==> src/sv/optd_pkg.sv <==
// Shared types, codes and constants of the pulse telegram decoder.
package optd_pkg;

    localparam int TIME_WIDTH_DEF  = 32;
    localparam int FRAME_WIDTH_DEF = 32;

    localparam int UNIT_W   = 11;
    localparam int MARGIN_W = 10;
    localparam int CODE_W   = 4;
    localparam int BITS_W   = 6;
    localparam int CIDX_W   = 2;
    // Widest nominal duration is 40 units of the largest unit time.
    localparam int NOM_W    = 17;

    localparam logic [UNIT_W-1:0]   UNIT_TIME_RST    = 11'd250;
    localparam logic [MARGIN_W-1:0] EARLY_MARGIN_RST = 10'd150;
    localparam logic [MARGIN_W-1:0] LATE_MARGIN_RST  = 10'd250;

    localparam int SPACE_UNITS = 5;
    localparam int SYNC_UNITS  = 10;
    localparam int PAUSE_UNITS = 40;
    localparam int PAUSE_SLACK = 50;

    localparam logic [BITS_W-1:0] BITS_MAX = 6'd63;

    localparam int CODE_Q_DEPTH = 4;
    localparam int OUT_Q_DEPTH  = 2;

    typedef enum logic [CODE_W-1:0] {
        PC_NONE  = 4'd0,
        PC_MARK  = 4'd1,
        PC_SPACE = 4'd2,
        PC_SYNC  = 4'd3,
        PC_PAUSE = 4'd4,
        PC_EDGE1 = 4'd5,
        PC_EDGE2 = 4'd6,
        PC_EDGE3 = 4'd7,
        PC_HIGH  = 4'd8,
        PC_LOW   = 4'd9
    } pulse_code_t;

    typedef enum logic [1:0] {
        PP_WAIT_RISE = 2'd0,
        PP_WAIT_FALL = 2'd1,
        PP_WAIT_LOW  = 2'd2
    } pulse_phase_t;

    typedef enum logic [1:0] {
        FP_WAIT_SYNC  = 2'd0,
        FP_WAIT_BIT   = 2'd1,
        FP_WAIT_SPACE = 2'd2,
        FP_WAIT_MARK  = 2'd3
    } frame_phase_t;

    typedef enum logic [CIDX_W-1:0] {
        REG_UNIT_TIME    = 2'd0,
        REG_EARLY_MARGIN = 2'd1,
        REG_LATE_MARGIN  = 2'd2
    } cfg_index_t;

    typedef struct packed {
        logic [UNIT_W-1:0]   unit_time;
        logic [MARGIN_W-1:0] early_margin;
        logic [MARGIN_W-1:0] late_margin;
    } cfg_t;

endpackage

==> src/sv/optd_fifo.sv <==
// Small register FIFO used for the code queue and the result queue.
module optd_fifo #(
    parameter int WIDTH = 8,
    parameter int DEPTH = 4
) (
    input  logic             clk,
    input  logic             rst_n,
    input  logic             push,
    input  logic [WIDTH-1:0] wdata,
    output logic             full,
    input  logic             pop,
    output logic [WIDTH-1:0] rdata,
    output logic             empty
);

    localparam int PTR_W = (DEPTH > 1) ? $clog2(DEPTH) : 1;
    localparam int CNT_W = $clog2(DEPTH + 1);

    logic [WIDTH-1:0] mem_reg [DEPTH];
    logic [PTR_W-1:0] wr_ptr_reg, wr_ptr_next;
    logic [PTR_W-1:0] rd_ptr_reg, rd_ptr_next;
    logic [CNT_W-1:0] count_reg, count_next;
    logic             do_push;
    logic             do_pop;

    assign full    = (count_reg == CNT_W'(DEPTH));
    assign empty   = (count_reg == '0);
    assign do_push = push && !full;
    assign do_pop  = pop && !empty;
    assign rdata   = mem_reg[rd_ptr_reg];

    always_comb
    begin
        wr_ptr_next = wr_ptr_reg;
        rd_ptr_next = rd_ptr_reg;
        count_next  = count_reg;
        if (do_push)
        begin
            wr_ptr_next = (wr_ptr_reg == PTR_W'(DEPTH - 1)) ? '0 : wr_ptr_reg + 1'b1;
        end
        if (do_pop)
        begin
            rd_ptr_next = (rd_ptr_reg == PTR_W'(DEPTH - 1)) ? '0 : rd_ptr_reg + 1'b1;
        end
        if (do_push && !do_pop)
        begin
            count_next = count_reg + 1'b1;
        end
        else if (do_pop && !do_push)
        begin
            count_next = count_reg - 1'b1;
        end
    end

    always_ff @(posedge clk or negedge rst_n)
    begin
        if (!rst_n)
        begin
            wr_ptr_reg <= '0;
            rd_ptr_reg <= '0;
            count_reg  <= '0;
        end
        else
        begin
            wr_ptr_reg <= wr_ptr_next;
            rd_ptr_reg <= rd_ptr_next;
            count_reg  <= count_next;
        end
    end

    always_ff @(posedge clk)
    begin
        if (do_push)
        begin
            mem_reg[wr_ptr_reg] <= wdata;
        end
    end

endmodule

==> src/sv/optd_front.sv <==
// Front end: drops repeated levels and times high and low periods into pulse codes.
module optd_front #(
    parameter int TIME_WIDTH = optd_pkg::TIME_WIDTH_DEF
) (
    input  logic                        clk,
    input  logic                        rst_n,
    input  logic                        accept,
    input  logic                        line_level,
    input  logic [TIME_WIDTH-1:0]       event_time,
    input  optd_pkg::cfg_t              cfg,
    output logic                        code_push,
    output logic [optd_pkg::CODE_W-1:0] code_data
);

    localparam int NOM_W = optd_pkg::NOM_W;
    localparam int CMP_W = (TIME_WIDTH > NOM_W + 1) ? TIME_WIDTH : NOM_W + 1;

    optd_pkg::pulse_phase_t phase_reg, phase_next;
    logic                   last_level_reg, last_level_next;
    logic [TIME_WIDTH-1:0]  rise_time_reg, rise_time_next;
    logic [TIME_WIDTH-1:0]  fall_time_reg, fall_time_next;
    optd_pkg::pulse_code_t  code;

    logic [TIME_WIDTH-1:0]  dur_high;
    logic [TIME_WIDTH-1:0]  dur_low;
    logic [NOM_W-1:0]       nom1;
    logic [NOM_W-1:0]       nom5;
    logic [NOM_W-1:0]       nom10;
    logic [NOM_W-1:0]       nom40;
    logic                   high_ok;
    logic                   low_mark;
    logic                   low_space;
    logic                   low_sync;
    logic                   low_pause;

    function automatic logic in_window(
        input logic [TIME_WIDTH-1:0] dur,
        input logic [NOM_W-1:0]      nom,
        input logic [optd_pkg::MARGIN_W-1:0] early,
        input logic [optd_pkg::MARGIN_W-1:0] late
    );
        logic [NOM_W-1:0] lo;
        logic [NOM_W:0]   hi;
        lo = (nom >= NOM_W'(early)) ? nom - NOM_W'(early) : '0;
        hi = {1'b0, nom} + (NOM_W + 1)'(late);
        return (CMP_W'(dur) >= CMP_W'(lo)) && (CMP_W'(dur) <= CMP_W'(hi));
    endfunction

    assign dur_high = event_time - rise_time_reg;
    assign dur_low  = event_time - fall_time_reg;

    assign nom1  = NOM_W'(cfg.unit_time);
    assign nom5  = nom1 * NOM_W'(optd_pkg::SPACE_UNITS);
    assign nom10 = nom1 * NOM_W'(optd_pkg::SYNC_UNITS);
    assign nom40 = nom1 * NOM_W'(optd_pkg::PAUSE_UNITS);

    assign high_ok   = in_window(dur_high, nom1, cfg.early_margin, cfg.late_margin);
    assign low_mark  = in_window(dur_low, nom1, cfg.early_margin, cfg.late_margin);
    assign low_space = in_window(dur_low, nom5, cfg.early_margin, cfg.late_margin);
    assign low_sync  = in_window(dur_low, nom10, cfg.early_margin, cfg.late_margin);
    // A unit time too short to leave room for the slack makes every low a pause.
    assign low_pause = (nom40 < NOM_W'(optd_pkg::PAUSE_SLACK)) ||
                       (CMP_W'(dur_low) > CMP_W'(nom40 - NOM_W'(optd_pkg::PAUSE_SLACK)));

    always_comb
    begin
        phase_next      = phase_reg;
        last_level_next = last_level_reg;
        rise_time_next  = rise_time_reg;
        fall_time_next  = fall_time_reg;
        code            = optd_pkg::PC_NONE;
        code_push       = 1'b0;
        if (accept && (line_level != last_level_reg))
        begin
            code_push       = 1'b1;
            last_level_next = line_level;
            case (phase_reg)
                optd_pkg::PP_WAIT_FALL:
                begin
                    if (!line_level)
                    begin
                        fall_time_next = event_time;
                        if (high_ok)
                        begin
                            phase_next = optd_pkg::PP_WAIT_LOW;
                        end
                        else
                        begin
                            code       = optd_pkg::PC_HIGH;
                            phase_next = optd_pkg::PP_WAIT_RISE;
                        end
                    end
                    else
                    begin
                        code       = optd_pkg::PC_EDGE2;
                        phase_next = optd_pkg::PP_WAIT_RISE;
                    end
                end
                optd_pkg::PP_WAIT_LOW:
                begin
                    if (line_level)
                    begin
                        if (low_mark)
                        begin
                            code = optd_pkg::PC_MARK;
                        end
                        else if (low_space)
                        begin
                            code = optd_pkg::PC_SPACE;
                        end
                        else if (low_sync)
                        begin
                            code = optd_pkg::PC_SYNC;
                        end
                        else if (low_pause)
                        begin
                            code = optd_pkg::PC_PAUSE;
                        end
                        else
                        begin
                            code = optd_pkg::PC_LOW;
                        end
                    end
                    else
                    begin
                        code = optd_pkg::PC_EDGE3;
                    end
                    rise_time_next = event_time;
                    phase_next     = optd_pkg::PP_WAIT_FALL;
                end
                default:
                begin
                    if (line_level)
                    begin
                        phase_next     = optd_pkg::PP_WAIT_FALL;
                        rise_time_next = event_time;
                    end
                    else
                    begin
                        code       = optd_pkg::PC_EDGE1;
                        phase_next = optd_pkg::PP_WAIT_RISE;
                    end
                end
            endcase
        end
    end

    assign code_data = code;

    always_ff @(posedge clk or negedge rst_n)
    begin
        if (!rst_n)
        begin
            phase_reg      <= optd_pkg::PP_WAIT_RISE;
            last_level_reg <= 1'b0;
            rise_time_reg  <= '0;
            fall_time_reg  <= '0;
        end
        else
        begin
            phase_reg      <= phase_next;
            last_level_reg <= last_level_next;
            rise_time_reg  <= rise_time_next;
            fall_time_reg  <= fall_time_next;
        end
    end

endmodule

==> src/sv/optd_back.sv <==
// Back end: frame machine that gathers pulse codes into telegrams.
module optd_back #(
    parameter int FRAME_WIDTH = optd_pkg::FRAME_WIDTH_DEF,
    parameter int RES_W       = optd_pkg::CODE_W + 1 + FRAME_WIDTH + optd_pkg::BITS_W
) (
    input  logic                        clk,
    input  logic                        rst_n,
    input  logic                        code_empty,
    input  logic [optd_pkg::CODE_W-1:0] code_data,
    output logic                        code_pop,
    input  logic                        res_full,
    output logic                        res_push,
    output logic [RES_W-1:0]            res_data
);

    localparam int BITS_W = optd_pkg::BITS_W;

    optd_pkg::frame_phase_t phase_reg, phase_next;
    logic [FRAME_WIDTH-1:0] accum_reg, accum_next;
    logic [BITS_W-1:0]      bits_reg, bits_next;
    optd_pkg::pulse_code_t  code;
    logic                   step;
    logic                   done;
    logic [FRAME_WIDTH-1:0] bit_sel;
    logic [BITS_W-1:0]      bits_inc;

    assign step     = !code_empty && !res_full;
    assign code_pop = step;
    assign res_push = step;
    assign code     = optd_pkg::pulse_code_t'(code_data);

    // Bits past the frame width select nothing, so they are only counted.
    always_comb
    begin
        for (int i = 0; i < FRAME_WIDTH; i++)
        begin
            bit_sel[i] = (bits_reg == BITS_W'(i));
        end
    end

    assign bits_inc = (bits_reg < optd_pkg::BITS_MAX) ? bits_reg + 1'b1 : bits_reg;

    always_comb
    begin
        phase_next = phase_reg;
        accum_next = accum_reg;
        bits_next  = bits_reg;
        done       = 1'b0;
        if (step && (code != optd_pkg::PC_NONE))
        begin
            case (phase_reg)
                optd_pkg::FP_WAIT_SYNC:
                begin
                    if (code == optd_pkg::PC_SYNC)
                    begin
                        phase_next = optd_pkg::FP_WAIT_BIT;
                        accum_next = '0;
                        bits_next  = '0;
                    end
                end
                optd_pkg::FP_WAIT_BIT:
                begin
                    if (code == optd_pkg::PC_MARK)
                    begin
                        phase_next = optd_pkg::FP_WAIT_SPACE;
                    end
                    else if (code == optd_pkg::PC_SPACE)
                    begin
                        phase_next = optd_pkg::FP_WAIT_MARK;
                    end
                    else
                    begin
                        phase_next = optd_pkg::FP_WAIT_SYNC;
                        done       = (code == optd_pkg::PC_PAUSE);
                    end
                end
                optd_pkg::FP_WAIT_SPACE:
                begin
                    if (code == optd_pkg::PC_SPACE)
                    begin
                        phase_next = optd_pkg::FP_WAIT_BIT;
                        accum_next = accum_reg | bit_sel;
                        bits_next  = bits_inc;
                    end
                    else
                    begin
                        phase_next = optd_pkg::FP_WAIT_SYNC;
                    end
                end
                default:
                begin
                    if (code == optd_pkg::PC_MARK)
                    begin
                        phase_next = optd_pkg::FP_WAIT_BIT;
                        bits_next  = bits_inc;
                    end
                    else
                    begin
                        phase_next = optd_pkg::FP_WAIT_SYNC;
                    end
                end
            endcase
        end
    end

    // A frame ends on a pause, which leaves the accumulator and count unchanged.
    assign res_data = {code_data, done,
                       done ? accum_reg : {FRAME_WIDTH{1'b0}},
                       done ? bits_reg : {BITS_W{1'b0}}};

    always_ff @(posedge clk or negedge rst_n)
    begin
        if (!rst_n)
        begin
            phase_reg <= optd_pkg::FP_WAIT_SYNC;
            accum_reg <= '0;
            bits_reg  <= '0;
        end
        else
        begin
            phase_reg <= phase_next;
            accum_reg <= accum_next;
            bits_reg  <= bits_next;
        end
    end

    a_done_on_pause: assert property (@(posedge clk) disable iff (!rst_n)
        (step && done) |-> (code == optd_pkg::PC_PAUSE))
        else $error("frame delivered on a code other than pause");

    a_count_moves: assert property (@(posedge clk) disable iff (!rst_n)
        (bits_reg != $past(bits_reg)) |->
        ((bits_reg == '0) || (bits_reg == BITS_W'($past(bits_reg) + 1'b1))))
        else $error("bit count moved other than by one or a restart");

    a_sync_start: assert property (@(posedge clk) disable iff (!rst_n)
        (($past(phase_reg) == optd_pkg::FP_WAIT_SYNC) &&
         (phase_reg != optd_pkg::FP_WAIT_SYNC)) |->
        ((phase_reg == optd_pkg::FP_WAIT_BIT) && (bits_reg == '0) && (accum_reg == '0)))
        else $error("frame left sync wait without a clean start");

endmodule

==> src/sv/ook_pulse_telegram_decoder_unit.sv <==
// Top level of the pulse telegram decoder: config registers, front end, queues, back end.
//
//  Channel   Handshake               Payload
//  input     push / full             line_level, event_time
//  result    pop / empty             pulse_code, frame_valid, frame_data, frame_bits
//  config    cfg_valid / cfg_ready   cfg_index, cfg_data
//
// One edge event is accepted per cycle unless full; a level change sends its code through
// the code queue and the back end into the result queue. The front end times the edge in
// the cycle it is accepted; the back end takes one code per cycle, while the result queue
// has room, from a four-entry code queue into a two-entry result queue. full rises only
// when the code queue holds four codes while results are not taken. Reset is
// asynchronous; it clears all control state and resets the config registers.
module ook_pulse_telegram_decoder_unit #(
    parameter int TIME_WIDTH  = optd_pkg::TIME_WIDTH_DEF,
    parameter int FRAME_WIDTH = optd_pkg::FRAME_WIDTH_DEF
) (
    input  logic                          clk,
    input  logic                          rst_n,
    input  logic                          push,
    output logic                          full,
    input  logic                          line_level,
    input  logic [TIME_WIDTH-1:0]         event_time,
    input  logic                          pop,
    output logic                          empty,
    output logic [optd_pkg::CODE_W-1:0]   pulse_code,
    output logic                          frame_valid,
    output logic [FRAME_WIDTH-1:0]        frame_data,
    output logic [optd_pkg::BITS_W-1:0]   frame_bits,
    input  logic                          cfg_valid,
    output logic                          cfg_ready,
    input  logic [optd_pkg::CIDX_W-1:0]   cfg_index,
    input  logic [optd_pkg::UNIT_W-1:0]   cfg_data
);

    localparam int CODE_W = optd_pkg::CODE_W;
    localparam int BITS_W = optd_pkg::BITS_W;
    localparam int RES_W  = CODE_W + 1 + FRAME_WIDTH + BITS_W;

    optd_pkg::cfg_t    cfg_reg;
    logic              accept;
    logic              code_push;
    logic [CODE_W-1:0] code_wdata;
    logic              code_full;
    logic              code_pop;
    logic [CODE_W-1:0] code_rdata;
    logic              code_empty;
    logic              res_push;
    logic [RES_W-1:0]  res_wdata;
    logic              res_full;
    logic [RES_W-1:0]  res_rdata;

    assign cfg_ready = 1'b1;
    assign full      = code_full;
    assign accept    = push && !code_full;

    always_ff @(posedge clk or negedge rst_n)
    begin
        if (!rst_n)
        begin
            cfg_reg.unit_time    <= optd_pkg::UNIT_TIME_RST;
            cfg_reg.early_margin <= optd_pkg::EARLY_MARGIN_RST;
            cfg_reg.late_margin  <= optd_pkg::LATE_MARGIN_RST;
        end
        else if (cfg_valid && cfg_ready)
        begin
            case (cfg_index)
                optd_pkg::REG_UNIT_TIME:
                begin
                    cfg_reg.unit_time <= cfg_data;
                end
                optd_pkg::REG_EARLY_MARGIN:
                begin
                    cfg_reg.early_margin <= cfg_data[optd_pkg::MARGIN_W-1:0];
                end
                optd_pkg::REG_LATE_MARGIN:
                begin
                    cfg_reg.late_margin <= cfg_data[optd_pkg::MARGIN_W-1:0];
                end
                default:
                begin
                    cfg_reg <= cfg_reg;
                end
            endcase
        end
    end

    optd_front #(
        .TIME_WIDTH (TIME_WIDTH)
    ) u_front (
        .clk        (clk),
        .rst_n      (rst_n),
        .accept     (accept),
        .line_level (line_level),
        .event_time (event_time),
        .cfg        (cfg_reg),
        .code_push  (code_push),
        .code_data  (code_wdata)
    );

    optd_fifo #(
        .WIDTH (CODE_W),
        .DEPTH (optd_pkg::CODE_Q_DEPTH)
    ) u_code_q (
        .clk   (clk),
        .rst_n (rst_n),
        .push  (code_push),
        .wdata (code_wdata),
        .full  (code_full),
        .pop   (code_pop),
        .rdata (code_rdata),
        .empty (code_empty)
    );

    optd_back #(
        .FRAME_WIDTH (FRAME_WIDTH),
        .RES_W       (RES_W)
    ) u_back (
        .clk        (clk),
        .rst_n      (rst_n),
        .code_empty (code_empty),
        .code_data  (code_rdata),
        .code_pop   (code_pop),
        .res_full   (res_full),
        .res_push   (res_push),
        .res_data   (res_wdata)
    );

    optd_fifo #(
        .WIDTH (RES_W),
        .DEPTH (optd_pkg::OUT_Q_DEPTH)
    ) u_res_q (
        .clk   (clk),
        .rst_n (rst_n),
        .push  (res_push),
        .wdata (res_wdata),
        .full  (res_full),
        .pop   (pop),
        .rdata (res_rdata),
        .empty (empty)
    );

    assign pulse_code  = res_rdata[RES_W-1 -: CODE_W];
    assign frame_valid = res_rdata[FRAME_WIDTH + BITS_W];
    assign frame_data  = res_rdata[BITS_W +: FRAME_WIDTH];
    assign frame_bits  = res_rdata[BITS_W-1:0];

endmodule

==> config.mk <==
export PLATFORM = sky130hd
export DESIGN_NAME = ook_pulse_telegram_decoder_unit
export DESIGN_NICKNAME = d
export VERILOG_FILES = /design/src/sv/optd_pkg.sv /design/src/sv/optd_fifo.sv /design/src/sv/optd_front.sv /design/src/sv/optd_back.sv /design/src/sv/ook_pulse_telegram_decoder_unit.sv
export SDC_FILE = /design/constraint.sdc
export NUM_CORES = 1
export LEC_CHECK = 0
export BUFFER_PORTS_ARGS = -buffer_cell sky130_fd_sc_hd__buf_2
export CELL_PAD_IN_SITES_DETAIL_PLACEMENT = 1
export CELL_PAD_IN_SITES_GLOBAL_PLACEMENT = 2
export CORE_ASPECT_RATIO = 1.4
export CORE_MARGIN = 3
export CORE_UTILIZATION = 31
export DETAILED_ROUTE_END_ITERATION = 10
export PLACE_DENSITY = 0.75
export SLEW_MARGIN = 15
export SYNTH_ARGS = -nofsm -noshare
export SYNTH_HDL_FRONTEND = slang
export SYNTH_HIERARCHICAL = 1
export SYNTH_SLANG_ARGS = --single-unit
==> constraint.sdc <==
create_clock -name clk -period 5.8 [get_ports clk]
set_input_delay 1.16 -clock clk [delete_from_list [all_inputs] [get_ports clk]]
set_output_delay 1.16 -clock clk [all_outputs]
set_load 0.05 [all_outputs]
==> results of run 1 <==
## worst register-to-register path, cell delays in order, from the launching register on
cell and delay, ns:
dfstp_2 0.53, ha_1 0.23, ha_2 0.21, fa_2 0.40, a211oi_2 0.23, nor2_2 0.09, o31a_1 0.33, a21oi_2 0.20
buf_4 0.24, ha_1 0.25, nand2_1 0.11, o311ai_1 0.27, o21a_1 0.23, xnor2_1 0.10, ha_1 0.30, nand3_1 0.11
nor4_2 0.32, a21oi_1 0.07, a21o_1 0.20, a311o_1 0.29, mux2_1 0.30, o211a_1 0.26
## path summary, 6_finish.rpt
kind / endpoint / slack, ns / depth (start not counted)
worst max-delay path: u_code_q/mem_reg[2][0] / 0.25 / 21
worst min-delay path: u_back/accum_reg[10] / 0.48 / 1
worst max register to register: u_code_q/mem_reg[2][0] / 0.25 / 21
worst min register to register: u_back/accum_reg[10] / 0.48 / 1
max in group asynchronous: u_res_q/rd_ptr_reg / 4.24 / 2
min in group asynchronous: u_front/fall_time_reg[4] / 0.52 / 1
## cells by family after synthesis
logic type               count (synthesis)  share of synthesized area [%]
flip-flops                             251                           31.5
adder cells (fa/ha/maj)                307                           18.0
AND/OR/NAND/NOR                        603                           15.0
AO/OA/AOI/OAI                          538                           17.1
other                                    2                         0.0347
multiplexers                           154                           9.24
buffers and inverters                  218                           4.54
XOR/XNOR                               114                           4.61
## area by class of cell
type	count	area [sq um]	share of cell area, %
well taps	928	1160	4.41
flip-flops and latches	251	6810	25.9
clock buffers	33	739	2.81
clock inverters	19	200	0.760
multi-input cells	1720	14300	54.4
inverters	148	556	2.11
repair buffers	363	2530	9.62
## layer usage
metal,track usage (%),part of all wire [%],wire (um)
met5,0,0,0
met4,7.35,4.1,2890
met3,1.59,2.1,1520
met2,37.8,55,38800
met1,20.2,39,27400
## cell usage after synthesis (all sizes together), types with 6 or more instances
cell     count
a21o        56
dfrtp      133
a21boi       6
xnor2       70
o21bai      26
a211oi      26
edfxtp     102
o311ai       7
dfstp       16
nor4        53
nand3       49
o21a        60
inv        148
o31a         6
nor2       112
ha         299
a2111oi     12
nor3        39
and2        51
nand4       39
o21ai       90
nor2b       22
o22ai       12
xor2        44
or2         10
a21oi      135
nand2      140
nand2b      29
o211ai      13
a31oi       15
nand3b       6
or3         12
clkbuf      37
o41ai        6
nor3b        8
a221oi       6
and3        11
buf         33
fa           8
a31o         6
mux2       145
or4          6
## what timing repair did
item,in CTS,in global routing
gates cloned,1,0
setup endpoints to repair,16,17
pin swaps,1,33
gates resized for setup,25,76
setup buffers,1,8
## through the flow
| stage | setup WS (ns) | hold slack [ns] | cells |
|---|---|---|---|
| after floorplan | 0.0374 | 0.454 | 2188 |
| after global placement | -0.291 | 0.468 | 3399 |
| final | 0.246 | 0.481 | 3462 |
| after global routing | -0.0172 | 0.489 | 3462 |
| after CTS | 0.000727 | 0.487 | 3453 |
| after detailed placement | -0.386 | 0.472 | 3399 |
==> run_results.csv, run 1 <==
group,metric,value,unit
outcome,outcome,"complete, no violations",
final_layout,synthToLayoutAreaGrowth,21.6,%
logic_synthesis,post_synth_inst_count,2187,
sta,fin_tns_setup,0,ns
clock_network,hold_buffers,0,
final_layout,fin_nets,2870,
sta,fin_crit,5.55,ns
sta,slew_headroom,29.5,%
clock_network,tritoncts,"yes",
logic_synthesis,synth_cell_types,110,
sta,timing.final.max_slew_violations,0,
final_layout,diodes,0,
logic_synthesis,netlist.area_leader.share,17.3,%
logic_synthesis,yosys.area.top_type,"ha_1",
clock_network,clock-sinks,251,
grt,grt_first_pass_wirelength,111,mm
worst_setup_path,crit_path_cell_trace,"ha_1, ha_2, fa_2, a211oi_2, nor2_2, o31a_1, a21oi_2, buf_4, ha_1, nand2_1, o311ai_1, o21a_1, xnor2_1, ha_1, nand3_1, nor4_2, a21oi_1, a21o_1, a311o_1, mux2_1, o211a_1",
worst_setup_path,crit_path_end_kind,"register",
floorplanning,die_y,319,um
final_layout,fin_area,26300,sq um
route,num_vias,18200,
clock_network,clk_path_buf_depth,3,
final_layout,utilization,38.1,%
route,antenna_left,0,
logic_synthesis,ys_ff_latch,251,
worst_setup_path,crit_required,6.13,ns
logic_synthesis,netlist_area,21700,sq um
logic_synthesis,avgSynthCellArea,9.90,sq um
final_layout,fillers,7821,
grt,gr-total-overflow,0,
place,place.gp.congestion,0.924,
clock_network,clk_latency,0.61,ns
sta,fmaxAchievable,180,MHz
worst_hold_path,hp-class,"reg2reg",
grt,grt_pass1_vias,20300,
worst_setup_path,path_delay_family,"compound AO/OA/AOI/OAI gates",
worst_setup_path,r2r_start,"cfg_reg[21]",
clock_network,clk_pin_slew,0.06,ns
floorplanning,ioPinCount,97,
sta,hold_viol_final,0,
worst_setup_path,cp.arrival,5.88,ns
place,dpl.hpwl,57.3,mm
logic_synthesis,synth_warnings,6,
worst_setup_path,cp_common_cell,"ha_1",
logic_synthesis,synth_ff_type,"dfrtp_1",
worst_setup_path,cp_num_buf_inv,1,
floorplanning,coreArea,69200,sq um
worst_setup_path,slowest_delay,0.53,ns
worst_setup_path,critPathMaxFanout,10,
route,drtIter0Drc,644,
worst_hold_path,hold_path.startpoint,"u_back/accum_reg[10]",
route,viasPerCell,5.27,
final_layout,drive_gt1_share,27.8,%
logic_synthesis,yosys-top-cells-area,"ha_1 (17%), dfrtp_1 (15%), edfxtp_1 (14%)",
floorplanning,die_x,229,um
floorplanning,dieArea,73100,sq um
place,io_buffers,95,
route,drc,0,
clock_network,htreeDepth,1,
flow_run,cap_viol_max_count,0,
floorplanning,initial_core_util,31.3,%
logic_synthesis,synth-async-reset-ratio,59.4,%
worst_setup_path,crit_type,"reg2reg",
grt,antenna_found_initial,0,
worst_setup_path,critPathSlowestCell,"dfstp_2",
sta,setup_viol,0,
sta,finClkSkew,0.0280,ns
floorplanning,rows,114,
final_layout,final_cell_mix,"ha_1 (291), buf_4 (263), inv_1 (147)",
final_layout,final_common_cell,"ha_1",
worst_setup_path,critical_path.startpoint,"cfg_reg[21]",
route,wl,70.6,mm
clock_network,root_buffer,"clkbuf_16",
clock_network,numCtsBuffers,28,
grt,grt_use_total,18.9,%
logic_synthesis,synth_edf_count,102,
route,routedWlPerCell,20.4,um
place,placed_cell_area,24900,sq um
final_layout,largest_register_ffs,86,
route,dr.pass1.iters,5,
worst_setup_path,worstSetupStartpointType,"register",
sta,worst_pin_slew,1.06,ns
grt,grt_start_max_net_pins,88,
sta,finalCritPeriodShare,95.8,%
logic_synthesis,yosysSeqAreaShare,31.5,%
Power of run 1 is not shown: default switching activity piles up to over one toggle a cycle in this logic, so the estimate is an artifact.
==> run 2: changes to the inputs <==
Settings changed: PLACE_DENSITY 0.75 to 0.73, SYNTH_HIERARCHICAL 1 to default.
Clock period 5.8 ns to 6.9 ns, I/O delays scaled along.
==> run 2 against run 1 <==
Against the previous run: clock skew increased by 0.0011 ns; flip-flop and latch count unchanged; critical path depth rose by 5; critical path type unchanged; critical endpoint is now u_code_q.mem_reg[0][2]; highest routed layer unchanged.
==> run_results.csv, run 2 <==
group,metric,value,unit
outcome,outcome,"complete, no violations",
route,wl,62.8,mm
final_layout,drive_gt1_share,17.1,%
worst_setup_path,r2r_end,"u_code_q.mem_reg[0][2]",
route,drtIter0Drc,617,
place,dpl.cell_count,3005,
sta,slew_headroom,22.7,%
worst_setup_path,critPathMaxFanout,12,
final_layout,fin_nets,2558,
place,dpl.hpwl,51.2,mm
worst_setup_path,r2r_start,"cfg_reg[23]",
place,place.gp.congestion,0.898,
route,num_vias,16200,
worst_setup_path,path_depth,26,
sta,setup_viol,0,
sta,fin_crit,6.46,ns
worst_setup_path,cp_num_buf_inv,1,
floorplanning,coreArea,64700,sq um
clock_network,clock-sinks,251,
sta,timing.final.max_slew_violations,0,
clock_network,clk_latency,0.60,ns
logic_synthesis,yosysSeqAreaShare,33.5,%
floorplanning,ioPinCount,97,
clock_network,numCtsBuffers,28,
worst_setup_path,critical_path.startpoint,"cfg_reg[23]",
final_layout,final_common_cell,"ha_1",
logic_synthesis,synth_cell_types,87,
floorplanning,dieArea,68700,sq um
worst_setup_path,ff2ff_path_depth,26,
final_layout,fin_cells,3061,
final_layout,final_cell_mix,"ha_1 (298), a21oi_1 (168), inv_1 (137)",
logic_synthesis,synth_edf_count,102,
place,io_buffers,95,
worst_setup_path,cp.arrival,6.86,ns
route,drc,0,
logic_synthesis,netlist_area,20300,sq um
worst_setup_path,r2r_slack,0.44,ns
clock_network,root_buffer,"clkbuf_16",
sta,worst_pin_slew,1.15,ns
grt,grt_pass1_vias,17600,
clock_network,clk_pin_slew,0.07,ns
worst_setup_path,slowest_delay,0.58,ns
clock_network,htreeDepth,1,
route,antenna_left,0,
floorplanning,die_x,222,um
worst_setup_path,crit_path_end_kind,"register",
grt,antenna_found_initial,0,
worst_hold_path,hp-class,"reg2reg",
logic_synthesis,synth_common_cells,"ha_1 (299), a21oi_1 (170), inv_1 (137), mux2_2 (135), dfrtp_1 (133)",
logic_synthesis,yosys-top-cells-area,"ha_1 (18%), dfrtp_1 (16%), edfxtp_1 (15%)",
final_layout,synthToLayoutAreaGrowth,13.7,%
logic_synthesis,synth_warnings,0,
grt,grt_first_pass_wirelength,99.1,mm
logic_synthesis,netlist.area_leader.share,18.4,%
final_layout,diodes,0,
worst_setup_path,cp_common_cell,"ha_1",
worst_setup_path,path_delay_family,"compound AO/OA/AOI/OAI gates",
logic_synthesis,synth_ff_type,"dfrtp_1",
logic_synthesis,ys_ff_latch,251,
logic_synthesis,avgSynthCellArea,9.77,sq um
floorplanning,rows,110,
worst_setup_path,crit_type,"reg2reg",
grt,grt_use_total,18.0,%
grt,grt_start_max_net_pins,88,
route,dr.pass1.iters,5,
logic_synthesis,post_synth_inst_count,2081,
clock_network,clk_path_buf_depth,3,
worst_setup_path,crit_path_end,"u_code_q.mem_reg[0][2]",
worst_setup_path,worstSetupStartpointType,"register",
final_layout,fillers,7422,
worst_setup_path,critPathSlowestCell,"dfstp_2",
sta,hold_viol_final,0,
sta,finClkSkew,0.0291,ns
route,routedWlPerCell,20.5,um
clock_network,tritoncts,"yes",
floorplanning,initial_core_util,31.4,%
floorplanning,die_y,309,um
grt,gr-total-overflow,0,
sta,fmaxAchievable,155,MHz
worst_setup_path,crit_required,7.30,ns
flow_run,cap_viol_max_count,0,
logic_synthesis,synth_most_common_cell,"ha_1",
sta,finalCritPeriodShare,93.7,%
logic_synthesis,yosys.area.top_type,"ha_1",
route,viasPerCell,5.28,
final_layout,largest_register_ffs,86,
logic_synthesis,synth-async-reset-ratio,59.4,%
-- run 2: cell types whose count changed in the layout (fill, tap and decap cells not counted), sizes merged, moves of 14 or more --
cell	change
o21a	-25
xnor2	+14
nand2	-21
nor4	-42
nor3	-14
o21ai	+23
buf	-224
a21oi	+38
-- run 2: repair_timing --
| action | CTS | global route |
|---|---|---|
| hold endpoints to repair | 0 | 0 |
| setup endpoints to repair | 0 | 8 |
| hold buffers | 0 | 0 |
| setup buffers | 0 | 5 |
| resized for setup | 0 | 11 |
-- run 2: worst min path at each step --
stage          cells past startpoint                     start  slack (ns)                        to
2_1_floorplan                      2  u_front.fall_time_reg[0]        0.45  u_front.fall_time_reg[0]
3_3_place_gp                       2  u_front.rise_time_reg[0]        0.47  u_front.rise_time_reg[0]
3_5_place_dp                       2       u_back.accum_reg[9]        0.48       u_back.accum_reg[9]
4_1_cts                            2       u_back.accum_reg[9]        0.49       u_back.accum_reg[9]
5_1_grt                            2      u_back.accum_reg[20]        0.52      u_back.accum_reg[20]
6_report                           2       u_back.accum_reg[4]        0.49       u_back.accum_reg[4]
-- run 2: cell families (layout without fill, tap and decap cells) --
| group | count (synthesis) | in the layout | synth area share [%] |
|---|---|---|---|
| buffers and inverters | 189 | 327 | 3.54 |
| XOR/XNOR | 132 | 132 | 5.69 |
| flip-flops | 251 | 251 | 33.5 |
| other | 1 | 3 | 0.0184 |
| adder cells (fa/ha/maj) | 307 | 307 | 19.2 |
| AO/OA/AOI/OAI | 517 | 517 | 16.2 |
| multiplexers | 144 | 144 | 8.17 |
| AND/OR/NAND/NOR | 540 | 540 | 13.7 |
-- run 2: worst register-to-register path, delay by kind of cell (launching register included) --
kind / cells / cell delay, ns
AOI/OAI and AO/OA: 12 / 2.32
adders and majority gates: 5 / 1.50
buffers and inverters: 1 / 0.17
DFF: 1 / 0.58
and+or+nand+nor: 8 / 1.68
-- run 2: area by class of cell --
class | instances | area, sq um | area share (%)
repair buffers | 139 | 812 | 3.51
flip-flops and latches | 251 | 6810 | 29.5
clock buffers | 36 | 762 | 3.30
clock inverters | 15 | 269 | 1.16
inverters | 137 | 514 | 2.23
well taps | 840 | 1050 | 4.55
multi-input cells | 1643 | 12900 | 55.8
-- run 2: stage by stage --
stage	hold slack [ns]	worst slack (ns)	util (%)	cell area, sq um	TNS, ns
after floorplan	0.454	0.323	-	20300	0
after global placement	0.469	0.353	34.0	22000	0
after detailed placement	0.478	0.194	34.0	22000	0
after CTS	0.493	0.149	35.6	23000	0
after global routing	0.516	-0.0199	35.7	23100	-0.0751
final	0.489	0.438	35.7	23100	0
-- run 2: layer usage --
layer / global-route usage [%] / vias up / share of wire (%) / wire (um)
met5: 0 / - / 0 / 0
met2: 35.5 / 225 / 54 / 34100
met1: 19.7 / 8029 / 39 / 24700
met3: 1.75 / 97 / 2.5 / 1560
met4: 6.75 / 0 / 3.8 / 2390
li1: - / 7816 / - / -
Power of run 2 is left out for the same reason.
==> run 3: changes to the inputs <==
Settings changed: CORE_ASPECT_RATIO 1.4 to default.
==> run 3 against run 2 <==
Against the previous run: register-to-register slack improved by 0.04 ns; critical path depth unchanged; flip-flop and latch count unchanged; critical endpoint is now u_code_q.mem_reg[2][2].
==> run_results.csv, run 3 (synthesis gave the netlist of run 2 again) <==
group,metric,value,unit
clock_network,clk_pin_slew,0.06,ns
sta,fin_tns_setup,0,ns
route,routed.top_layer,"met4",
route,drc,0,
sta,finalCritPeriodShare,93.0,%
route,viasPerCell,5.21,
worst_setup_path,worstSetupStartpointType,"register",
sta,finClkSkew,0.0318,ns
floorplanning,coreArea,64700,sq um
sta,worst_pin_slew,1.13,ns
place,dpl.hpwl,47.8,mm
clock_network,clk_path_buf_depth,3,
floorplanning,die_x,262,um
final_layout,drive_gt1_share,17.3,%
final_layout,final_cell_mix,"ha_1 (298), a21oi_1 (168), inv_1 (137)",
outcome,outcome,"complete, no violations",
worst_hold_path,hp-class,"reg2reg",
worst_setup_path,crit_type,"reg2reg",
worst_setup_path,critPathMaxFanout,7,
final_layout,fin_cells,3082,
floorplanning,ioPinCount,97,
final_layout,final_common_cell,"ha_1",
clock_network,hold_buffers,0,
floorplanning,dieArea,68700,sq um
sta,rsz0062_at_grt,"false",
place,place.gp.congestion,0.895,
worst_setup_path,crit_required,7.29,ns
worst_setup_path,crit_path_end_kind,"register",
clock_network,root_buffer,"clkbuf_16",
floorplanning,die_y,262,um
floorplanning,initial_core_util,31.4,%
clock_network,clk_latency,0.61,ns
place,io_buffers,95,
clock_network,tritoncts,"yes",
sta,hold_viol_final,0,
grt,gr-total-overflow,0,
sta,setup_viol,0,
route,drtIter0Drc,696,
route,antenna_left,0,
clock_network,htreeDepth,1,
route,wl_met1,27.3,mm
clock_network,numCtsBuffers,30,
place,dpl.cell_count,3026,
final_layout,largest_register_ffs,86,
grt,grt_first_pass_wirelength,96.5,mm
sta,fin_crit,6.42,ns
clock_network,clock-sinks,251,
route,num_vias,16100,
final_layout,fillers,7417,
sta,layout_setup_ws,0.480,ns
floorplanning,rows,93,
final_layout,fin_nets,2561,
final_layout,synthToLayoutAreaGrowth,13.5,%
route,met2_length,30.4,mm
grt,grt_start_max_net_pins,81,
place,dp_slack,0.0977,ns
grt,grt_use_total,17.6,%
sta,fmaxAchievable,156,MHz
flow_run,cap_viol_max_count,0,
worst_setup_path,r2r_slack,0.48,ns
sta,slew_headroom,24.5,%
route,dr.pass1.iters,5,
route,wl_met3,1.67,mm
grt,grt_pass1_vias,17200,
final_layout,diodes,0,
grt,antenna_found_initial,1,
route,wl,60.4,mm
route,routedWlPerCell,19.6,um
worst_setup_path,cp.arrival,6.81,ns
sta,timing.final.max_slew_violations,0,
run 3: changes by cell type in the layout (fill, tap and decap cells not counted), sizes merged:
| cell | before | now |
|---|---|---|
| bufinv | 6 | 2 |
| inv | 138 | 137 |
| buf | 139 | 140 |
| clkinv | 6 | 13 |
| clkbuf | 36 | 39 |
run 3: worst max-delay path: stages, from the launching register on:
cell       delay, ns
dfrtp_2         0.46
ha_1            0.36
ha_1            0.32
a21o_1          0.19
a21oi_2         0.17
o21bai_1        0.10
a21oi_1         0.18
xnor2_1         0.19
ha_2            0.37
and3_1          0.23
a2111oi_4       0.35
buf_4           0.17
and4_1          0.22
nand2b_1        0.08
and2_1          0.16
ha_1            0.26
nand2b_1        0.14
a21o_1          0.18
a21o_1          0.17
a21oi_1         0.14
o21ai_1         0.08
a221o_1         0.33
a2111o_1        0.42
o22ai_2         0.18
nand3_1         0.13
a211o_1         0.33
a221oi_4        0.28
run 3: area by class of cell:
| cell class | count | area (sq um) | share of cell area [%] |
|---|---|---|---|
| clock buffer | 39 | 795 | 3.44 |
| clock inverter | 17 | 168 | 0.727 |
| inverter | 137 | 514 | 2.23 |
| multi-input combinational | 1643 | 12900 | 55.9 |
| sequential | 251 | 6810 | 29.5 |
| tap | 855 | 1070 | 4.64 |
| timing repair buffer | 140 | 820 | 3.55 |
run 3: routing by layer:
layer	track usage, %	vias to the layer above
met2	32.4	189
met4	3.15	0
met5	0	-
li1	-	7853
met1	22.5	7968
met3	1.67	58
run 3: repair_timing:
action | 4_1_cts | 5_1_grt
resized for setup | 0 | 15
buffers inserted | 0 | 0
endpoints found under the setup margin | 0 | 12
run 3: worst paths after layout:
| check | startpoint | end | cells after the start |
|---|---|---|---|
| setup / recovery | cfg_reg[22] | u_code_q.mem_reg[2][2] | 26 |
| hold / removal | u_back.accum_reg[19] | u_back.accum_reg[19] | 2 |
| setup reg to reg | cfg_reg[22] | u_code_q.mem_reg[2][2] | 26 |
| hold reg to reg | u_back.accum_reg[19] | u_back.accum_reg[19] | 2 |
| max in group asynchronous | rst_n | u_res_q.rd_ptr_reg | 2 |
| min in group asynchronous | rst_n | cfg_reg[15] | 1 |
run 3: metrics by stage:
stage	hold WS [ns]	utilization (%)	area [sq um]
2_1_floorplan	0.454	-	20300
3_3_place_gp	0.468	34.1	22000
3_5_place_dp	0.477	34.1	22000
4_1_cts	0.494	35.6	23000
5_1_grt	0.507	35.7	23100
6_report	0.488	35.7	23100
Power of run 3 is left out for the same reason.
